**config.mk**
```make
export PLATFORM = sky130hd
export DESIGN_NAME = maze_path_reducer_top_flat
export DESIGN_NICKNAME = d
export VERILOG_FILES = /design/src/hdl/mrp_pkg.sv /design/src/hdl/mrp_if.sv /design/src/hdl/mrp_ram.sv /design/src/hdl/mrp_front.sv /design/src/hdl/mrp_queue.sv /design/src/hdl/mrp_back.sv /design/src/hdl/maze_path_reducer_top.sv /design/src/flat_wrapper.sv
export SDC_FILE = /design/constraint.sdc
export NUM_CORES = 1
export LEC_CHECK = 0
export BUFFER_PORTS_ARGS = -buffer_cell sky130_fd_sc_hd__buf_2
export CORE_ASPECT_RATIO = 0.5
export CORE_UTILIZATION = 30
export CTS_CLUSTER_SIZE = 24
export DETAILED_ROUTE_END_ITERATION = 6
export MAX_ROUTING_LAYER = met4
export PLACE_DENSITY = 0.51
export SETUP_SLACK_MARGIN = 0.2
export SYNTH_ARGS = -nofsm -noshare
export SYNTH_HDL_FRONTEND = slang
export SYNTH_SLANG_ARGS = --single-unit
```
**constraint.sdc**
```tcl
create_clock -name clk -period 6.6 [get_ports clk]
set_input_delay 1.32 -clock clk [delete_from_list [all_inputs] [get_ports clk]]
set_output_delay 1.32 -clock clk [all_outputs]
set_load 0.03 [all_outputs]
```
**src/hdl/mrp_pkg.sv**
```systemverilog
// ----------------------------------------------------------------------------
// mrp_pkg: shared types, constants and rule table of the maze path reducer
// Move codes, stack sizing, the queue word between front and back, the
// back-end sequencer states and the x,B,y reduction rule lookup.
// ----------------------------------------------------------------------------
package mrp_pkg;

	// stack capacity and derived widths
	localparam int CAP    = 128;
	localparam int CNT_W  = $clog2(CAP + 1);
	localparam int ADDR_W = $clog2(CAP);

	// front-to-back queue depth
	localparam int QDEPTH = 2;
	localparam int QPTR_W = (QDEPTH > 1) ? $clog2(QDEPTH) : 1;
	localparam int QCNT_W = $clog2(QDEPTH + 1);

	// move codes
	localparam logic [1:0] MV_L = 2'd0;
	localparam logic [1:0] MV_S = 2'd1;
	localparam logic [1:0] MV_R = 2'd2;
	localparam logic [1:0] MV_B = 2'd3;

	// word passed from front to back
	typedef struct packed {
		logic       replay;
		logic [1:0] move;
	} op_t;

	// outcome of a rule lookup
	typedef struct packed {
		logic       hit;
		logic [1:0] move;
	} rule_t;

	// back-end sequencer states
	typedef enum logic [2:0] {
		ST_IDLE,
		ST_MID,
		ST_FIRST,
		ST_RP,
		ST_EMIT
	} st_t;

	// look up the replacement for the triple first,B,last
	function automatic rule_t rule_lookup(logic [1:0] first, logic [1:0] last);
		rule_t r;
		r.hit  = 1'b1;
		r.move = MV_L;
		unique case ({first, last})
			{MV_L, MV_L}: r.move = MV_S;
			{MV_L, MV_S}: r.move = MV_R;
			{MV_L, MV_R}: r.move = MV_B;
			{MV_S, MV_L}: r.move = MV_R;
			{MV_S, MV_S}: r.move = MV_B;
			{MV_S, MV_R}: r.move = MV_L;
			{MV_R, MV_L}: r.move = MV_B;
			{MV_R, MV_S}: r.move = MV_L;
			default:      r.hit  = 1'b0;
		endcase
		return r;
	endfunction

endpackage

```
**src/hdl/mrp_if.sv**
```systemverilog
// ----------------------------------------------------------------------------
// mrp_if: handshake channels of the maze path reducer
// Move input channel, result output channel and configuration write channel,
// each with valid, ready and its payload.
// ----------------------------------------------------------------------------
interface mrp_move_if;
	logic       valid;
	logic       ready;
	logic [1:0] move_in;

	modport source (output valid, output move_in, input ready);
	modport sink   (input valid, input move_in, output ready);
endinterface

interface mrp_result_if;
	logic       valid;
	logic       ready;
	logic [1:0] move_out;
	logic       move_valid;
	logic [7:0] stored_count;
	logic       dropped;

	modport source (output valid, output move_out, output move_valid,
		output stored_count, output dropped, input ready);
	modport sink   (input valid, input move_out, input move_valid,
		input stored_count, input dropped, output ready);
endinterface

interface mrp_cfg_if;
	logic valid;
	logic ready;
	logic replay_mode;

	modport source (output valid, output replay_mode, input ready);
	modport sink   (input valid, input replay_mode, output ready);
endinterface

```
**src/hdl/mrp_ram.sv**
```systemverilog
// ----------------------------------------------------------------------------
// mrp_ram: generic single-write, single-read RAM
// One write port and one read port per cycle; read data is registered.
// ----------------------------------------------------------------------------
module mrp_ram #(
	parameter int WIDTH = 2,
	parameter int DEPTH = 128
) (
	input  logic                     clk,
	input  logic                     we,
	input  logic [$clog2(DEPTH)-1:0] waddr,
	input  logic [WIDTH-1:0]         wdata,
	input  logic                     re,
	input  logic [$clog2(DEPTH)-1:0] raddr,
	output logic [WIDTH-1:0]         rdata
);

	logic [WIDTH-1:0] mem_q [DEPTH];

	// write port
	always_ff @(posedge clk) begin
		if (we) begin
			mem_q[waddr] <= wdata;
		end
	end

	// registered read port
	always_ff @(posedge clk) begin
		if (re) begin
			rdata <= mem_q[raddr];
		end
	end

endmodule

```
**src/hdl/mrp_front.sv**
```systemverilog
// ----------------------------------------------------------------------------
// mrp_front: input side of the maze path reducer
// Holds the mode register, accepts move words, tags each as record or replay
// and hands it to the queue. Signals a replay rewind on every mode write.
// ----------------------------------------------------------------------------
module mrp_front
	import mrp_pkg::*;
(
	input  logic           clk,
	input  logic           arst_n,
	mrp_move_if.sink       moves,
	mrp_cfg_if.sink        cfg,
	output logic           q_push,
	output op_t            q_wdata,
	input  logic           q_ready,
	output logic           rewind
);

	logic mode_q;

	// configuration always taken
	assign cfg.ready = 1'b1;
	assign rewind    = cfg.valid;

	// hold mode register
	always_ff @(posedge clk or negedge arst_n) begin
		if (!arst_n) begin
			mode_q <= 1'b0;
		end else if (cfg.valid) begin
			mode_q <= cfg.replay_mode;
		end
	end

	// classify and forward accepted words
	assign moves.ready    = q_ready;
	assign q_push         = moves.valid & q_ready;
	assign q_wdata.replay = mode_q;
	assign q_wdata.move   = moves.move_in;

endmodule

```
**src/hdl/mrp_queue.sv**
```systemverilog
// ----------------------------------------------------------------------------
// mrp_queue: short word queue between front and back
// Register FIFO of QDEPTH words; push and pop may coincide.
// ----------------------------------------------------------------------------
module mrp_queue
	import mrp_pkg::*;
(
	input  logic clk,
	input  logic arst_n,
	input  logic push,
	input  op_t  wdata,
	output logic ready,
	input  logic pop,
	output logic valid,
	output op_t  rdata
);

	op_t               slot_q [QDEPTH];
	logic [QPTR_W-1:0] wr_ptr_q;
	logic [QPTR_W-1:0] rd_ptr_q;
	logic [QCNT_W-1:0] fill_q;
	logic              do_push;
	logic              do_pop;

	assign ready   = fill_q < QCNT_W'(QDEPTH);
	assign valid   = fill_q != '0;
	assign rdata   = slot_q[rd_ptr_q];
	assign do_push = push & ready;
	assign do_pop  = pop & valid;

	// store pushed word
	always_ff @(posedge clk) begin
		if (do_push) begin
			slot_q[wr_ptr_q] <= wdata;
		end
	end

	// advance pointers and fill level
	always_ff @(posedge clk or negedge arst_n) begin
		if (!arst_n) begin
			wr_ptr_q <= '0;
			rd_ptr_q <= '0;
			fill_q   <= '0;
		end else begin
			if (do_push) begin
				wr_ptr_q <= (wr_ptr_q == QPTR_W'(QDEPTH - 1)) ? '0 : wr_ptr_q + 1'b1;
			end
			if (do_pop) begin
				rd_ptr_q <= (rd_ptr_q == QPTR_W'(QDEPTH - 1)) ? '0 : rd_ptr_q + 1'b1;
			end
			if (do_push && !do_pop) begin
				fill_q <= fill_q + 1'b1;
			end else if (do_pop && !do_push) begin
				fill_q <= fill_q - 1'b1;
			end
		end
	end

endmodule

```
**src/hdl/mrp_back.sv**
```systemverilog
// ----------------------------------------------------------------------------
// mrp_back: execution side of the maze path reducer
// Sequencer over the move stack RAM: pushes recorded moves, folds x,B,y
// triples one rule per pass, reads replayed moves, and holds the result
// word in an output register.
// ----------------------------------------------------------------------------
module mrp_back
	import mrp_pkg::*;
(
	input  logic          clk,
	input  logic          arst_n,
	input  logic          q_valid,
	input  op_t           q_rdata,
	output logic          q_pop,
	input  logic          rewind,
	mrp_result_if.source  results
);

	st_t               state_q;
	st_t               state_d;
	logic [CNT_W-1:0]  cnt_q;
	logic [CNT_W-1:0]  rp_idx_q;
	logic [1:0]        top_q;
	logic [1:0]        res_move_q;
	logic              res_valid_q;
	logic              res_drop_q;
	logic              out_valid_q;
	logic [1:0]        out_move_q;
	logic              out_mvalid_q;
	logic [CNT_W-1:0]  out_count_q;
	logic              out_drop_q;

	logic              mem_we;
	logic [ADDR_W-1:0] mem_waddr;
	logic [1:0]        mem_wdata;
	logic              mem_re;
	logic [ADDR_W-1:0] mem_raddr;
	logic [1:0]        mem_rdata;

	logic              full;
	logic              has_next;
	logic              out_free;
	logic [CNT_W-1:0]  cnt_inc;
	logic [CNT_W-1:0]  cnt_dec;
	logic [CNT_W-1:0]  cnt_m1;
	logic [CNT_W-1:0]  cnt_m3;
	logic [CNT_W-1:0]  cnt_m4;
	rule_t             rule;

	mrp_ram #(
		.WIDTH (2),
		.DEPTH (CAP)
	) u_stack (
		.clk   (clk),
		.we    (mem_we),
		.waddr (mem_waddr),
		.wdata (mem_wdata),
		.re    (mem_re),
		.raddr (mem_raddr),
		.rdata (mem_rdata)
	);

	// stack arithmetic and rule lookup
	assign full     = ({1'b0, cnt_q} + (CNT_W + 1)'(2)) >= (CNT_W + 1)'(CAP);
	assign has_next = rp_idx_q < cnt_q;
	assign out_free = !out_valid_q || results.ready;
	assign cnt_inc  = cnt_q + CNT_W'(1);
	assign cnt_dec  = cnt_q - CNT_W'(2);
	assign cnt_m1   = cnt_q - CNT_W'(1);
	assign cnt_m3   = cnt_q - CNT_W'(3);
	assign cnt_m4   = cnt_q - CNT_W'(4);
	assign rule     = rule_lookup(mem_rdata, top_q);

	// next state
	always_comb begin
		state_d = state_q;
		unique case (state_q)
			ST_IDLE: begin
				if (q_valid) begin
					if (q_rdata.replay) begin
						state_d = has_next ? ST_RP : ST_EMIT;
					end else if (full) begin
						state_d = ST_EMIT;
					end else begin
						state_d = (cnt_inc >= CNT_W'(3)) ? ST_MID : ST_EMIT;
					end
				end
			end
			ST_MID: begin
				state_d = (mem_rdata == MV_B) ? ST_FIRST : ST_EMIT;
			end
			ST_FIRST: begin
				if (rule.hit && cnt_dec >= CNT_W'(3)) begin
					state_d = ST_MID;
				end else begin
					state_d = ST_EMIT;
				end
			end
			ST_RP: begin
				state_d = ST_EMIT;
			end
			ST_EMIT: begin
				state_d = out_free ? ST_IDLE : ST_EMIT;
			end
			default: begin
				state_d = ST_IDLE;
			end
		endcase
	end

	// memory and queue controls
	always_comb begin
		q_pop     = 1'b0;
		mem_we    = 1'b0;
		mem_waddr = cnt_q[ADDR_W-1:0];
		mem_wdata = q_rdata.move;
		mem_re    = 1'b0;
		mem_raddr = cnt_m1[ADDR_W-1:0];
		unique case (state_q)
			ST_IDLE: begin
				q_pop = q_valid;
				if (q_valid) begin
					if (q_rdata.replay) begin
						mem_re    = has_next;
						mem_raddr = rp_idx_q[ADDR_W-1:0];
					end else if (!full) begin
						mem_we    = 1'b1;
						mem_re    = cnt_inc >= CNT_W'(3);
						mem_raddr = cnt_m1[ADDR_W-1:0];
					end
				end
			end
			ST_MID: begin
				mem_re    = mem_rdata == MV_B;
				mem_raddr = cnt_m3[ADDR_W-1:0];
			end
			ST_FIRST: begin
				mem_we    = rule.hit;
				mem_waddr = cnt_m3[ADDR_W-1:0];
				mem_wdata = rule.move;
				mem_re    = rule.hit && cnt_dec >= CNT_W'(3);
				mem_raddr = cnt_m4[ADDR_W-1:0];
			end
			ST_RP, ST_EMIT: begin
			end
			default: begin
			end
		endcase
	end

	// sequencer and stack state
	always_ff @(posedge clk or negedge arst_n) begin
		if (!arst_n) begin
			state_q  <= ST_IDLE;
			cnt_q    <= '0;
			rp_idx_q <= '0;
		end else begin
			state_q <= state_d;
			if (rewind) begin
				rp_idx_q <= '0;
			end else if (state_q == ST_IDLE && q_valid && q_rdata.replay && has_next) begin
				rp_idx_q <= rp_idx_q + CNT_W'(1);
			end
			if (state_q == ST_IDLE && q_valid && !q_rdata.replay && !full) begin
				cnt_q <= cnt_inc;
			end else if (state_q == ST_FIRST && rule.hit) begin
				cnt_q <= cnt_dec;
			end
		end
	end

	// hold top of stack and the word under construction
	always_ff @(posedge clk) begin
		if (state_q == ST_IDLE && q_valid) begin
			res_move_q  <= MV_L;
			res_valid_q <= q_rdata.replay & has_next;
			res_drop_q  <= !q_rdata.replay & full;
			if (!q_rdata.replay) begin
				top_q <= q_rdata.move;
			end
		end
		if (state_q == ST_FIRST && rule.hit) begin
			top_q <= rule.move;
		end
		if (state_q == ST_RP) begin
			res_move_q <= mem_rdata;
		end
	end

	// output register
	always_ff @(posedge clk or negedge arst_n) begin
		if (!arst_n) begin
			out_valid_q <= 1'b0;
		end else if (state_q == ST_EMIT && out_free) begin
			out_valid_q <= 1'b1;
		end else if (results.ready) begin
			out_valid_q <= 1'b0;
		end
	end

	always_ff @(posedge clk) begin
		if (state_q == ST_EMIT && out_free) begin
			out_move_q   <= res_move_q;
			out_mvalid_q <= res_valid_q;
			out_count_q  <= cnt_q;
			out_drop_q   <= res_drop_q;
		end
	end

	assign results.valid        = out_valid_q;
	assign results.move_out     = out_move_q;
	assign results.move_valid   = out_mvalid_q;
	assign results.stored_count = 8'(out_count_q);
	assign results.dropped      = out_drop_q;

endmodule

```
**src/hdl/maze_path_reducer_top.sv**
```systemverilog
// ----------------------------------------------------------------------------
// maze_path_reducer_top: turn-move stack with path simplification
// Records left/straight/right/back moves, folds dead-end triples on the fly
// and replays the simplified path on request.
// ----------------------------------------------------------------------------
// Usage:
//   moves   : one move word per item (move_in); in replay mode the value is
//             ignored and the item just asks for the next stored move.
//   results : one word per accepted move: move_out, move_valid,
//             stored_count, dropped.
//   cfg     : writes replay_mode; every write rewinds the replay position.
//             Write only while no item is in flight.
// Sequencing: a dropped push or an exhausted replay passes from ST_IDLE
//   to ST_EMIT and the output register, a replayed move through ST_RP. A
//   push with three or more moves stored visits ST_MID to read the move
//   under it, ST_FIRST when that is a back, and ST_MID again after each
//   fold, since each fold needs two reads of the single-read stack RAM.
//   The sequencer takes the next item only once it is back in ST_IDLE.
// A two-word queue lets moves be taken while the sequencer is busy, and the
//   output register lets a new item start while a result waits.
// Reset empties the stack, clears the replay position and selects record
//   mode. The stack RAM needs no clearing pass. If results.ready stays low
//   the sequencer holds its finished word and the queue fills, then
//   moves.ready drops.
// ----------------------------------------------------------------------------
module maze_path_reducer_top
	import mrp_pkg::*;
(
	input  logic         clk,
	input  logic         arst_n,
	mrp_move_if.sink     moves,
	mrp_result_if.source results,
	mrp_cfg_if.sink      cfg
);

	logic q_push;
	op_t  q_wdata;
	logic q_ready;
	logic q_pop;
	logic q_valid;
	op_t  q_rdata;
	logic rewind;

	// accept and classify
	mrp_front u_front (
		.clk     (clk),
		.arst_n  (arst_n),
		.moves   (moves),
		.cfg     (cfg),
		.q_push  (q_push),
		.q_wdata (q_wdata),
		.q_ready (q_ready),
		.rewind  (rewind)
	);

	// decouple front from back
	mrp_queue u_queue (
		.clk    (clk),
		.arst_n (arst_n),
		.push   (q_push),
		.wdata  (q_wdata),
		.ready  (q_ready),
		.pop    (q_pop),
		.valid  (q_valid),
		.rdata  (q_rdata)
	);

	// execute on the stack
	mrp_back u_back (
		.clk     (clk),
		.arst_n  (arst_n),
		.q_valid (q_valid),
		.q_rdata (q_rdata),
		.q_pop   (q_pop),
		.rewind  (rewind),
		.results (results)
	);

endmodule

```
**src/flat_wrapper.sv**
```systemverilog
// flat-port wrapper written by rule: the top's interface ports become plain ports
module maze_path_reducer_top_flat import mrp_pkg::*;
  (clk, arst_n, moves_valid, moves_move_in, moves_ready, results_valid, results_move_out, results_move_valid, results_stored_count, results_dropped, results_ready, cfg_valid, cfg_replay_mode, cfg_ready);
  mrp_move_if moves_i ();
  mrp_result_if results_i ();
  mrp_cfg_if cfg_i ();
  input  logic clk;
  input  logic arst_n;
  input wire logic [$bits(moves_i.valid)-1:0] moves_valid;
  input wire logic [$bits(moves_i.move_in)-1:0] moves_move_in;
  output wire logic [$bits(moves_i.ready)-1:0] moves_ready;
  output wire logic [$bits(results_i.valid)-1:0] results_valid;
  output wire logic [$bits(results_i.move_out)-1:0] results_move_out;
  output wire logic [$bits(results_i.move_valid)-1:0] results_move_valid;
  output wire logic [$bits(results_i.stored_count)-1:0] results_stored_count;
  output wire logic [$bits(results_i.dropped)-1:0] results_dropped;
  input wire logic [$bits(results_i.ready)-1:0] results_ready;
  input wire logic [$bits(cfg_i.valid)-1:0] cfg_valid;
  input wire logic [$bits(cfg_i.replay_mode)-1:0] cfg_replay_mode;
  output wire logic [$bits(cfg_i.ready)-1:0] cfg_ready;
  assign moves_i.valid = moves_valid;
  assign moves_i.move_in = moves_move_in;
  assign moves_ready = moves_i.ready;
  assign results_valid = results_i.valid;
  assign results_move_out = results_i.move_out;
  assign results_move_valid = results_i.move_valid;
  assign results_stored_count = results_i.stored_count;
  assign results_dropped = results_i.dropped;
  assign results_i.ready = results_ready;
  assign cfg_i.valid = cfg_valid;
  assign cfg_i.replay_mode = cfg_replay_mode;
  assign cfg_ready = cfg_i.ready;
  maze_path_reducer_top u_core (.clk(clk), .arst_n(arst_n), .moves(moves_i), .results(results_i), .cfg(cfg_i));
endmodule
```
======== Yosys cells after proc, flatten, opt, wreduce, memory -nomap -nowiden ========
Memories as Yosys holds them, arrays and structs flattened. A register that Yosys moved wholly into a read port is not among the register bits.
Cells that the tools add are included.
storage, ports and cells
  ROM bits ................................ 0
  register bits ........................... 43
  memories ................................ 2
  RAM bits ................................ 262
  bits in latches ......................... 0
  logic and storage cells ................. 126
  output and inout port bits .............. 15
memory list
  memory                       depth  width  rd ports  clocked after memory_dff  wr ports  line             text
  u_core.u_back.u_stack.mem_q  128    2      1         1                         1         mrp_ram.sv:18    logic [WIDTH-1:0] mem_q [DEPTH];
  u_core.u_queue.slot_q        2      3      1         0                         1         mrp_queue.sv:18  op_t slot_q [QDEPTH];
operators by class
  equality and inequality tests ........... 14
  divide/modulo/power cells ............... 0
  muxes and demuxes ....................... 44
  bitwise operators ....................... 5
  shift operators ......................... 0
  magnitude comparators ................... 5
  add/sub/neg operators ................... 11
  reductions and logical operators ........ 29
  multipliers ............................. 0
operators by type and width
  cell                                                                                  number
  8-bit 2-to-1 mux                                                                      4
  3-bit 2-to-1 mux                                                                      8
  7-bit 2-to-1 mux                                                                      3
  7-bit one-hot mux with 3 select lines                                                 1
  8-bit by 1-bit adder with 8-bit output (second input constant)                        2
  8-bit by 2-bit greater-or-equal comparator with 1-bit output (second input constant)  2
  1-bit 2-to-1 mux                                                                      16
  2-bit 2-to-1 mux                                                                      8
  3-bit one-hot mux with 5 select lines                                                 1
  2-bit nonzero test                                                                    7
  4-bit by 3-bit equality test with 1-bit output (second input constant)                3
  1-bit logical AND                                                                     10
  8-bit by 2-bit adder with 9-bit output (second input constant)                        1
  9-bit by 8-bit greater-or-equal comparator with 1-bit output (second input constant)  1
  4-bit equality test (second input constant)                                           2
  8-bit < comparator                                                                    1
  8-bit OR reduction                                                                    1
  8-bit by 2-bit subtractor with 8-bit output (second input constant)                   1
  7-bit by 1-bit subtractor with 7-bit output (second input constant)                   1
  7-bit by 2-bit subtractor with 7-bit output (second input constant)                   1
  7-bit by 3-bit subtractor with 7-bit output (second input constant)                   1
  3-bit by 2-bit equality test with 1-bit output (second input constant)                2
  2-bit one-hot mux with 3 select lines                                                 1
  1-bit bitwise AND                                                                     5
  20 further kinds                                                                      25

======== Logic depth before layout (Yosys ltp) ========
Gate-level depths: netlist of run 1.
  depth in word-level cells ............... 8
  gate-level depth with buffers ........... 16
  mapped depth without buffers ............ 11

======== Hierarchy ========
Synthesis of run 1 repeated with hierarchy kept, for this count alone.
second synthesis, totals
  cell total of the unflattened synthesis .. 953
  area total of the unflattened synthesis .. 13970.9 µm²
modules (own cells, without submodules)
  module     times used  area an instance (µm²)  cells each  sequential area each (µm²)
  mrp_ram    1           10632.7                 611         7747.4
  mrp_back   1           2825.2                  306         1041.0
  mrp_queue  1           417.9                   26          280.3
  mrp_front  1           95.1                    10          25.0

======== Worst setup path after synthesis of run 1 ========
OpenSTA, ideal clock, no wires.
  kind .................................... reg-to-reg
  start point ............................. register u_core.u_back.state_q[2]
  end point ............................... memory u_core.u_back.u_stack.mem_q[0][0], data pin
  path slack .............................. 0.946 ns
  arrival time ............................ 4.762 ns
  path buffers ............................ 2
  library setup time ...................... 0.892 ns
  stages on the path, launching flop included .. 5
  cell sequence ........................... dfrtp_1 -> or3b_2 -> clkbuf_1 -> buf_1 -> a21oi_1
on the way
  word-level cells in the longest chain between the ends .. 2
ends and longest elaborated chain
  item                                            line             text
  from (decl)                                     mrp_back.sv:19   st_t state_q;
  from (signal assigned)                          mrp_back.sv:158  state_q <= state_d;
  3-bit by 2-bit equality test with 1-bit output  mrp_back.sv:119  unique case (state_q)
  2-bit 2-to-1 mux                                mrp_back.sv:119
  named net u_core.u_back.mem_wdata[0]            mrp_back.sv:35   logic [1:0] mem_wdata;
  to (decl)                                       mrp_ram.sv:18
The timed path passes the listed nets, and every way through them passes these cells.

======== Final worst setup path of run 1 ========
  start point ............................. register u_core.u_back.cnt_q[0]
  end point ............................... register u_core.u_back.u_stack.rdata[1] (read register of u_core.u_back.u_stack.mem_q), data pin
on the way
  word-level cells in the longest chain between the ends .. 6
  elaborated cells between the ends (all ways) .. 18
  those cells by class .................... 6 x add/sub; 4 x order compare; 7 x mux; 1 x reduce/logical
ends and longest elaborated chain
  item                                                                                                                                                 line                             text
  from (decl)                                                                                                                                          mrp_back.sv:21                   logic [CNT_W-1:0] cnt_q;
  from (signal assigned)                                                                                                                               mrp_back.sv:165                  cnt_q <= cnt_inc;
  from (signal assigned)                                                                                                                               mrp_back.sv:167                  cnt_q <= cnt_dec;
  8-bit by 2-bit adder with 9-bit output / 8-bit by 1-bit adder with 8-bit output (equally long branches)                                              mrp_back.sv:64, mrp_back.sv:67
  9-bit by 8-bit greater-or-equal comparator with 1-bit output / 8-bit by 2-bit greater-or-equal comparator with 1-bit output (equally long branches)  mrp_back.sv:64, mrp_back.sv:128
  1-bit 2-to-1 mux                                                                                                                                     mrp_back.sv:126                  end else if (!full) begin
  1-bit 2-to-1 mux                                                                                                                                     mrp_back.sv:123                  if (q_rdata.replay) begin
  1-bit 2-to-1 mux                                                                                                                                     mrp_back.sv:122                  if (q_valid) begin
  1-bit one-hot mux with 3 select lines                                                                                                                mrp_back.sv:119
  to (decl)                                                                                                                                            mrp_ram.sv:15                    output logic [WIDTH-1:0] rdata
Parallel ways exist; a longest one is shown, timed or not.
A chain may end at the register's enable or synchronous reset.

==> summary.txt, run 1 <==
Synthesis
  – Synth Area in Compound Gates: 7.34%
  – Syn_area_per_cell: 12.6 sq um
  – Post-synthesis mux area share: 10.2%
  – Asr flop ratio synth: 8.14%
  – Main synth FF type: edfxtp_1
  – Syn_nets: 1170
  – Largest family of logic cells by synthesized area: simple AND/OR/NAND/NOR gates
  – Post-Synth Adder-Cell Area: 1.66%
  – Largest cells by area after synthesis: edfxtp_1 (59%), mux2i_1 (9.6%), dfrtp_1 (4.4%)
  – Mapped Cells: 1143
  – Mapped Area: 14400 sq um
  – Simple-gate portion of the synthesized area: 12.9%
  – Seq/Total Area, Yosys: 63.3%
  – Yosys top cell area share: 59.0%
  – Post-Synth XOR/XNOR Area: 1.65%
  – Yosys reg bits: 307
  – Cell variety after synth: 72
  – Largest area contributor in the netlist: edfxtp_1
  – Syn. warnings: 0
  – EDFF count, synth: 282

Worst setup path
  – CP Cell Sequence: inv_1 > ha_1 > inv_1 > a22o_1 > a222oi_1 > and2_2 > buf_4 > mux2i_1 > o32ai_1 > or4_1 > a41oi_1 > or3_1
  – CP max FO: 40
  – Largest stage delay, worst path: 0.94 ns
  – Critical Path RT: 7.04 ns
  – Most frequent CP cell: inv_1
  – Critical path buffers and inverters: 3
  – Setup crit start kind: register
  – Crit end category: register
  – Critical path's top delay family: simple AND/OR/NAND/NOR gates
  – Critical-path top delay cell: and2_2
  – CP Data Arrival Time: 5.22 ns
  – Setup CP Type: reg -> reg

Clocking
  – CTS Buf Count: 31
  – Clock buffer depth: 3
  – Clk root buf: clkbuf_16
  – Post-CTS setup buffers: 0
  – Clock transition at path regs: 0.07 ns
  – CTS HTree Levels: 1
  – CTS resizes: 0
  – Clk sinks: 307
  – CTS tree: done
  – Clock Latency Late Sink: 0.59 ns
  – Cts hold-fix bufs: 0

Drt
  – DRC: 0
  – Post-DR wirelength/cell: 20.5 um
  – Final ANT Viol Nets: 0
  – Initial DRT Pass Iterations: 5
  – Drt first-iter violations: 868
  – DR vias: 9230
  – Via density: 5.11
  – Final WL: 37.0 mm

Timing
  – Max Slew Vio Count: 0
  – Fin crit share: 72.4%
  – Worst Slack Setup Final: 1.82 ns
  – Hold_ws: 0.434 ns
  – Worst rel slew slack: 20.2%
  – RSZ-0062 raised after global routing: no
  – Count of final setup violators: 0
  – Total Neg Setup Slack: 0 ns
  – Min cycle time layout: 4.78 ns
  – Slew @ Worst Pin: 1.19 ns
  – Worst Skew: 0.0267 ns
  – Fin. Hold Viols: 0
  – Fmax: 209 MHz

Power and ir drop
  – Sequential power share: 32.7%
  – Power Internal: 4930 uW
  – Clk pwr share: 19.9%
  – Switching Fraction: 42.7%
  – Worst vdd ir: 432 uV
  – Switching power: 3680 uW
  – Logic pwr share: 47.4%
  – Power Dens Cells: 538 nW/um^2
  – Lkg Pwr: 0.00559 uW

Floorplanning
  – Row count: 56
  – Die H: 157 um
  – Num ports: 23
  – Core ar.: 47000 sq um
  – Die ar.: 48800 sq um
  – Die X: 311 um
  – Initial Utilization: 30.5%

Place
  – GPL Wtd Cong: 0.887
  – Post-DP HPWL: 24.1 mm
  – Number of port buffers: 21
  – DP Worst Slack: 1.86 ns
  – Placed Area: 15000 sq um

Global route
  – Pin count of the biggest net entering global routing: 77
  – Initial antenna violation count: 1
  – Grt ovf: 0
  – Vias in the first global route: 9328
  – First-pass GRT wire length: 56.5 mm
  – GRT Total Usage: 15.6%

Final layout
  – Nets: 1170
  – Area grow syn2layout: 11.4%
  – Finished layout cell area: 16000 sq um
  – Most common cell after layout, fill and taps aside: edfxtp_1
  – Fraction of layout cells with a size suffix above 1: 8.40%
  – Antenna cell count: 0
  – Commonest non-fill, non-tap cells in the layout: edfxtp_1 (282), nor2_1 (163), mux2i_1 (138)

Run
  – Max_cap viols: 0

Min path
  – Hold Crit Class: reg -> reg

Outcome
  – Status: complete, no violations
## registers in the layout, summed over array words and instances (netlist names), 2 cells and up
signal and cells:
u_core.u_back.u_stack.rdata 2, u_core.u_back.results.stored_count 8, u_core.u_back.u_stack.mem_q 256, u_core.u_back.res_move_q 2
u_core.u_back.state_q 3, u_core.u_back.results.move_out 2, u_core.u_queue.slot_q 6, u_core.u_back.top_q 2
u_core.u_back.rp_idx_q 8, u_core.u_back.cnt_q 8, u_core.u_queue.fill_q 2
## metal layers
layer / part of all wire, % / GRT usage (%)
met1: 47 / 21.0
met2: 46 / 24.6
met5: 0 / -
met3: 5.2 / 2.58
met4: 2.0 / 3.82
## power by group through the flow
stage          clock network, uW  logic (uW)  registers (uW)
2_1_floorplan                  0        3010            2820
3_5_place_dp                   0        4090            2850
5_1_grt                     1830        4420            2840
4_1_cts                     1760        4100            2810
6_report                    1720        4080            2810
3_3_place_gp                   0        4040            2850
## cell usage after synthesis (all sizes together) (5+ instances only)
cell type	count
clkbuf	32
and2	7
nor2	164
a21oi	27
or4	11
inv	16
a311oi	9
a31oi	14
a21o	6
mux2	5
and3	12
nor3	9
buf	32
nand4	9
or3	10
o21ai	16
dfrtp	25
nand2	137
nand3	27
nor2b	8
o22ai	24
xnor2	24
o211ai	7
ha	19
edfxtp	282
mux2i	139
## cell type report
cell class / count / area, sq um
clock buffers: 35 / 791
clock inverters: 22 / 189
fillers: 4642 / 31000
inverters: 18 / 67.6
multi-input cells: 754 / 4870
flip-flops and latches: 307 / 9090
well taps: 638 / 798
repair buffers: 31 / 180
## per-stage QoR
step | cells | utilization, % | total power, uW
after global placement | 1748 | 31.9 | 6890
after floorplan | 1143 | - | 5830
after global routing | 1805 | 34.0 | 9090
after CTS | 1805 | 34.0 | 8670
final | 1805 | 34.0 | 8610
after detailed placement | 1748 | 31.9 | 6940
## cell families (layout without fill, tap and decap cells)
group,count (synthesis),in the layout
AND/OR/NAND/NOR,415,415
flip-flops,307,307
XOR/XNOR,27,27
AO/OA/AOI/OAI,148,148
buffers and inverters,82,106
other,1,1
adder cells (fa/ha/maj),19,19
multiplexers,144,144
## final timing paths
path / start / to / slack (ns) / cells after the start
worst max-delay path: u_core.u_back.cnt_q[0]$_DFFE_PN0P_ / u_core.u_back.u_stack.rdata[1]$_DFFE_PP_ / 1.82 / 12
worst min-delay path: u_core.u_back.res_move_q[1]$_SDFFCE_PN0P_ / u_core.u_back.results.move_out[1]$_DFFE_PP_ / 0.43 / 0
worst max register to register: u_core.u_back.cnt_q[0]$_DFFE_PN0P_ / u_core.u_back.u_stack.rdata[1]$_DFFE_PP_ / 1.82 / 12
worst min register to register: u_core.u_back.res_move_q[1]$_SDFFCE_PN0P_ / u_core.u_back.results.move_out[1]$_DFFE_PP_ / 0.43 / 0
max in group asynchronous: arst_n / u_core.u_front.mode_q$_DFFE_PN0P_ / 5.39 / 1
min in group asynchronous: arst_n / u_core.u_back.cnt_q[1]$_DFFE_PN0P_ / 0.76 / 1
## worst register-to-register path, stage by stage (launching register included)
cell,delay (ns)
dfrtp_1,0.77
inv_1,0.15
ha_1,0.38
inv_1,0.09
a22o_1,0.23
a222oi_1,0.33
and2_2,0.94
buf_4,0.46
mux2i_1,0.24
o32ai_1,0.10
or4_1,0.60
a41oi_1,0.23
or3_1,0.13
Note: power is estimated with default switching activity, not from simulation.
==> inputs of run 2 (changes only) <==
Settings changed: ABC_AREA set to 1.
Clock period 6.6 ns to 4.4 ns, I/O delays scaled along.
==> run 2 against run 1 <==
  * Register-to-register slack worse by 0.73 ns
  * Area after synthesis is 3.5% higher
  * Fmax is 44% higher
  * Wire length is 7.7% higher
  * Synthesized cell count is 33% higher
  * Core utilization is 0.18 points higher
  * Die area is 3.5% higher
  * Non-clock buffer count is 16 higher
  * Worst setup slack worse by 0.73 ns
  * Clock skew is 0.014 ns lower
  * Sequential share of layout area is 2.3 points lower
==> summary.txt, run 2 <==
Outcome
  – Status: complete, no violations (unchanged)

Timing
  – Min cycle time layout: 3.31 ns (was 4.78 ns)
  – Max Slew Vio Count: 0 (unchanged)
  – Fin. Hold Viols: 0 (unchanged)
  – Slew @ Worst Pin: 1.04 ns (was 1.19 ns)
  – Worst Slack Setup Final: 1.09 ns (was 1.82 ns)
  – Fin crit share: 75.2% (was 72.4%)
  – Worst rel slew slack: 30.6% (was 20.2%)
  – Count of final setup violators: 0 (unchanged)
  – RSZ-0062 raised after global routing: no (unchanged)
  – Worst Skew: 0.0125 ns (was 0.0267 ns)
  – Fmax: 302 MHz (was 209 MHz)

Drt
  – Final ANT Viol Nets: 0 (unchanged)
  – Final WL: 39.8 mm (was 37.0 mm)
  – Via density: 4.83 (was 5.11)
  – DR vias: 10600 (was 9230)
  – Post-DR wirelength/cell: 18.1 um (was 20.5 um)
  – Drt first-iter violations: 927 (was 868)
  – Initial DRT Pass Iterations: 5 (unchanged)
  – DRC: 0 (unchanged)

Clocking
  – Clk sinks: 307 (unchanged)
  – Post-CTS setup buffers: 0 (unchanged)
  – Clock buffer depth: 3 (unchanged)
  – CTS resizes: 0 (unchanged)
  – Clk root buf: clkbuf_16 (unchanged)
  – Clock transition at path regs: 0.06 ns (was 0.07 ns)
  – CTS tree: done (unchanged)
  – CTS HTree Levels: 1 (unchanged)
  – CTS Buf Count: 31 (unchanged)
  – Clock Latency Late Sink: 0.58 ns (was 0.59 ns)
  – Cts hold-fix bufs: 0 (unchanged)

Floorplanning
  – Initial Utilization: 30.5% (about the same)
  – Core ar.: 48700 sq um (was 47000 sq um)
  – Row count: 57 (was 56)
  – Die X: 317 um (was 311 um)
  – Die H: 159 um (was 157 um)
  – Num ports: 23 (unchanged)
  – Die ar.: 50500 sq um (was 48800 sq um)

Synthesis
  – Syn. warnings: 0 (unchanged)
  – Largest cells by area after synthesis: edfxtp_1 (57%), nand2_1 (10%), nand3_1 (9.2%) (was edfxtp_1 (59%), mux2i_1 (9.6%), dfrtp_1 (4.4%))
  – EDFF count, synth: 282 (unchanged)
  – Mapped Area: 14900 sq um (was 14400 sq um)
  – Syn_nets: 1549 (was 1170)
  – Asr flop ratio synth: 8.14% (unchanged)
  – Main synth FF type: edfxtp_1 (unchanged)
  – Largest area contributor in the netlist: edfxtp_1 (unchanged)
  – Yosys reg bits: 307 (unchanged)
  – Synth cell count leaders: nand2_1 (402), edfxtp_1 (282), nand3_1 (274) (was edfxtp_1 (282), nor2_1 (163), mux2i_1 (138))
  – Mapped Cells: 1522 (was 1143)
  – Most common cell in the netlist: nand2_1 (was edfxtp_1)
  – Yosys top cell area share: 57.0% (was 59.0%)
  – Cell variety after synth: 43 (was 72)
  – Syn_area_per_cell: 9.77 sq um (was 12.6 sq um)
  – Seq/Total Area, Yosys: 61.2% (was 63.3%)

Power and ir drop
  – Pwr Total: 14000 uW (was 8610 uW)
  – Lkg Pwr: 0.00640 uW (was 0.00559 uW)
  – Worst vdd ir: 505 uV (was 432 uV)
  – Power Dens Cells: 840 nW/um^2 (was 538 nW/um^2)

Worst setup path
  – CP Cell Sequence: inv_1 > ha_1 > xnor2_1 > inv_1 > o21ai_0 > o22ai_1 > a21oi_1 > o21ai_1 > inv_1 > nand3_1 > nand3_1 > nand2_1 > nand2_1 > nand2_1 (was inv_1 > ha_1 > inv_1 > a22o_1 > a222oi_1 > and2_2 > buf_4 > mux2i_1 > o32ai_1 > or4_1 > a41oi_1 > or3_1)
  – Setup crit start kind: register (unchanged)
  – R2R Path End: u_core.u_back.u_stack.rdata[0]$_DFFE_PP_ (was u_core.u_back.u_stack.rdata[1]$_DFFE_PP_)
  – Crit end category: register (unchanged)
  – Critical Path RT: 4.74 ns (was 7.04 ns)
  – CP max FO: 9 (was 40)
  – Critical-path top delay cell: dfrtp_1 (was and2_2)
  – Critical path buffers and inverters: 3 (unchanged)
  – CP Data Arrival Time: 3.65 ns (was 5.22 ns)
  – Crit path depth: 14 (was 12)
  – Largest stage delay, worst path: 0.51 ns (was 0.94 ns)
  – Worst R2R Start: u_core.u_back.cnt_q[2]$_DFFE_PN0P_ (was u_core.u_back.cnt_q[0]$_DFFE_PN0P_)
  – Worst Reg-to-Reg Cells: 14 (was 12)
  – Critical path's top delay family: compound AO/OA/AOI/OAI gates (was simple AND/OR/NAND/NOR gates)
  – R2R Setup Slk: 1.09 ns (was 1.82 ns)
  – Setup CP Type: reg -> reg (unchanged)

Global route
  – First-pass GRT wire length: 62.4 mm (was 56.5 mm)
  – GRT Total Usage: 16.5% (was 15.6%)
  – Grt ovf: 0 (unchanged)
  – Initial antenna violation count: 0 (was 1)
  – Vias in the first global route: 10700 (was 9328)
  – Pin count of the biggest net entering global routing: 129 (was 77)

Final layout
  – Max FFs per register: 256 (unchanged)
  – Nets: 1555 (was 1170)
  – Commonest non-fill, non-tap cells in the layout: nand2_1 (402), edfxtp_1 (282), nand3_1 (274) (was edfxtp_1 (282), nor2_1 (163), mux2i_1 (138))
  – Fraction of layout cells with a size suffix above 1: 8.70% (was 8.40%)
  – Area grow syn2layout: 12.1% (was 11.4%)
  – Utilization after layout: 34.2% (was 34.0%)
  – Largest register by flop count: u_core.u_back.u_stack.mem_q (unchanged)
  – Most common cell after layout, fill and taps aside: nand2_1 (was edfxtp_1)
  – Antenna cell count: 0 (unchanged)

Run
  – Max_cap viols: 0 (unchanged)

Place
  – GPL Wtd Cong: 0.807 (was 0.887)
  – Post-DP HPWL: 24.0 mm (was 24.1 mm)
  – DP Worst Slack: 1.15 ns (was 1.86 ns)
  – Number of port buffers: 21 (unchanged)

Min path
  – Hold Crit Class: in -> async (was reg -> reg)
run 2: changes by cell type in the layout (fill, tap and decap cells not counted), sizes merged, moves of 12 or more:
cell / change
and3: -12
buf: +16
inv: +95
nand3b: +32
nand2: +278
xnor2: -22
xor2: +16
o22ai: -20
mux2i: -137
nand3: +247
nor2: +13
run 2: through the flow:
step / instance area, sq um / std cells / TNS, ns / hold WS [ns]
floorplan: 14900 / 1522 / -73.46 / 0.400
detailed placement: 15600 / 2144 / 0 / 0.412
finish: 16700 / 2201 / 0 / 0.311
global placement: 15600 / 2144 / 0 / 0.403
CTS: 16700 / 2201 / 0 / 0.310
global route: 16700 / 2201 / 0 / 0.353
run 2: cell families after synthesis:
group                    share of synthesized area, %
AND/OR/NAND/NOR                                  27.3
XOR/XNOR                                         1.24
adder cells (fa/ha/maj)                          1.60
flip-flops                                       61.2
other                                          0.0252
buffers and inverters                            5.82
multiplexers                                    0.210
AO/OA/AOI/OAI                                    2.66
run 2: worst reg2reg max path: cells and delay by family (launching register included):
| family | cells | cell delay (ns) |
|---|---|---|
| AOI/OAI and AO/OA | 4 | 0.78 |
| xor gates and xnor gates | 1 | 0.17 |
| adders and majority gates | 1 | 0.27 |
| buffers and inverters | 3 | 0.76 |
| DFF | 1 | 0.51 |
| and+or+nand+nor | 5 | 0.58 |
run 2: area by class of cell:
type | count | area [sq um]
inverter | 113 | 427
tap | 649 | 812
clock inverter | 21 | 234
timing repair buffer | 47 | 350
multi-input combinational | 1028 | 4950
fill | 5010 | 32100
sequential | 307 | 9090
clock buffer | 36 | 795
run 2: worst max-delay path by stage:
stage | slack (ns) | endpoint | startpoint
after floorplan | -0.29 | u_core.u_back.u_stack.mem_q[0][0]$_DFFE_PP_ | u_core.u_back.state_q[1]$_DFFE_PN0P_
after global placement | 1.11 | u_core.u_back.u_stack.rdata[0]$_DFFE_PP_ | u_core.u_back.state_q[0]$_DFFE_PN0P_
after detailed placement | 1.15 | u_core.u_back.u_stack.rdata[1]$_DFFE_PP_ | u_core.u_back.cnt_q[2]$_DFFE_PN0P_
after CTS | 1.13 | u_core.u_back.u_stack.rdata[1]$_DFFE_PP_ | u_core.u_back.cnt_q[2]$_DFFE_PN0P_
after global routing | 0.83 | u_core.u_back.u_stack.rdata[1]$_DFFE_PP_ | u_core.u_back.cnt_q[2]$_DFFE_PN0P_
final | 1.09 | u_core.u_back.u_stack.rdata[0]$_DFFE_PP_ | u_core.u_back.cnt_q[2]$_DFFE_PN0P_
run 2: layer usage:
| layer | global-route usage (%) | share of wire (%) | vias to the layer above |
|---|---|---|---|
| li1 | - | - | 5167 |
| met1 | 23.2 | 47 | 5122 |
| met2 | 24.6 | 44 | 262 |
| met3 | 2.66 | 6.0 | 74 |
| met4 | 4.20 | 2.6 | 0 |
| met5 | - | 0 | - |
run 2: where the power goes:
part,internal (uW),switching (uW),total (uW)
clock network,1580,1150,2730
registers,3850,162,4010
logic,1990,5260,7260
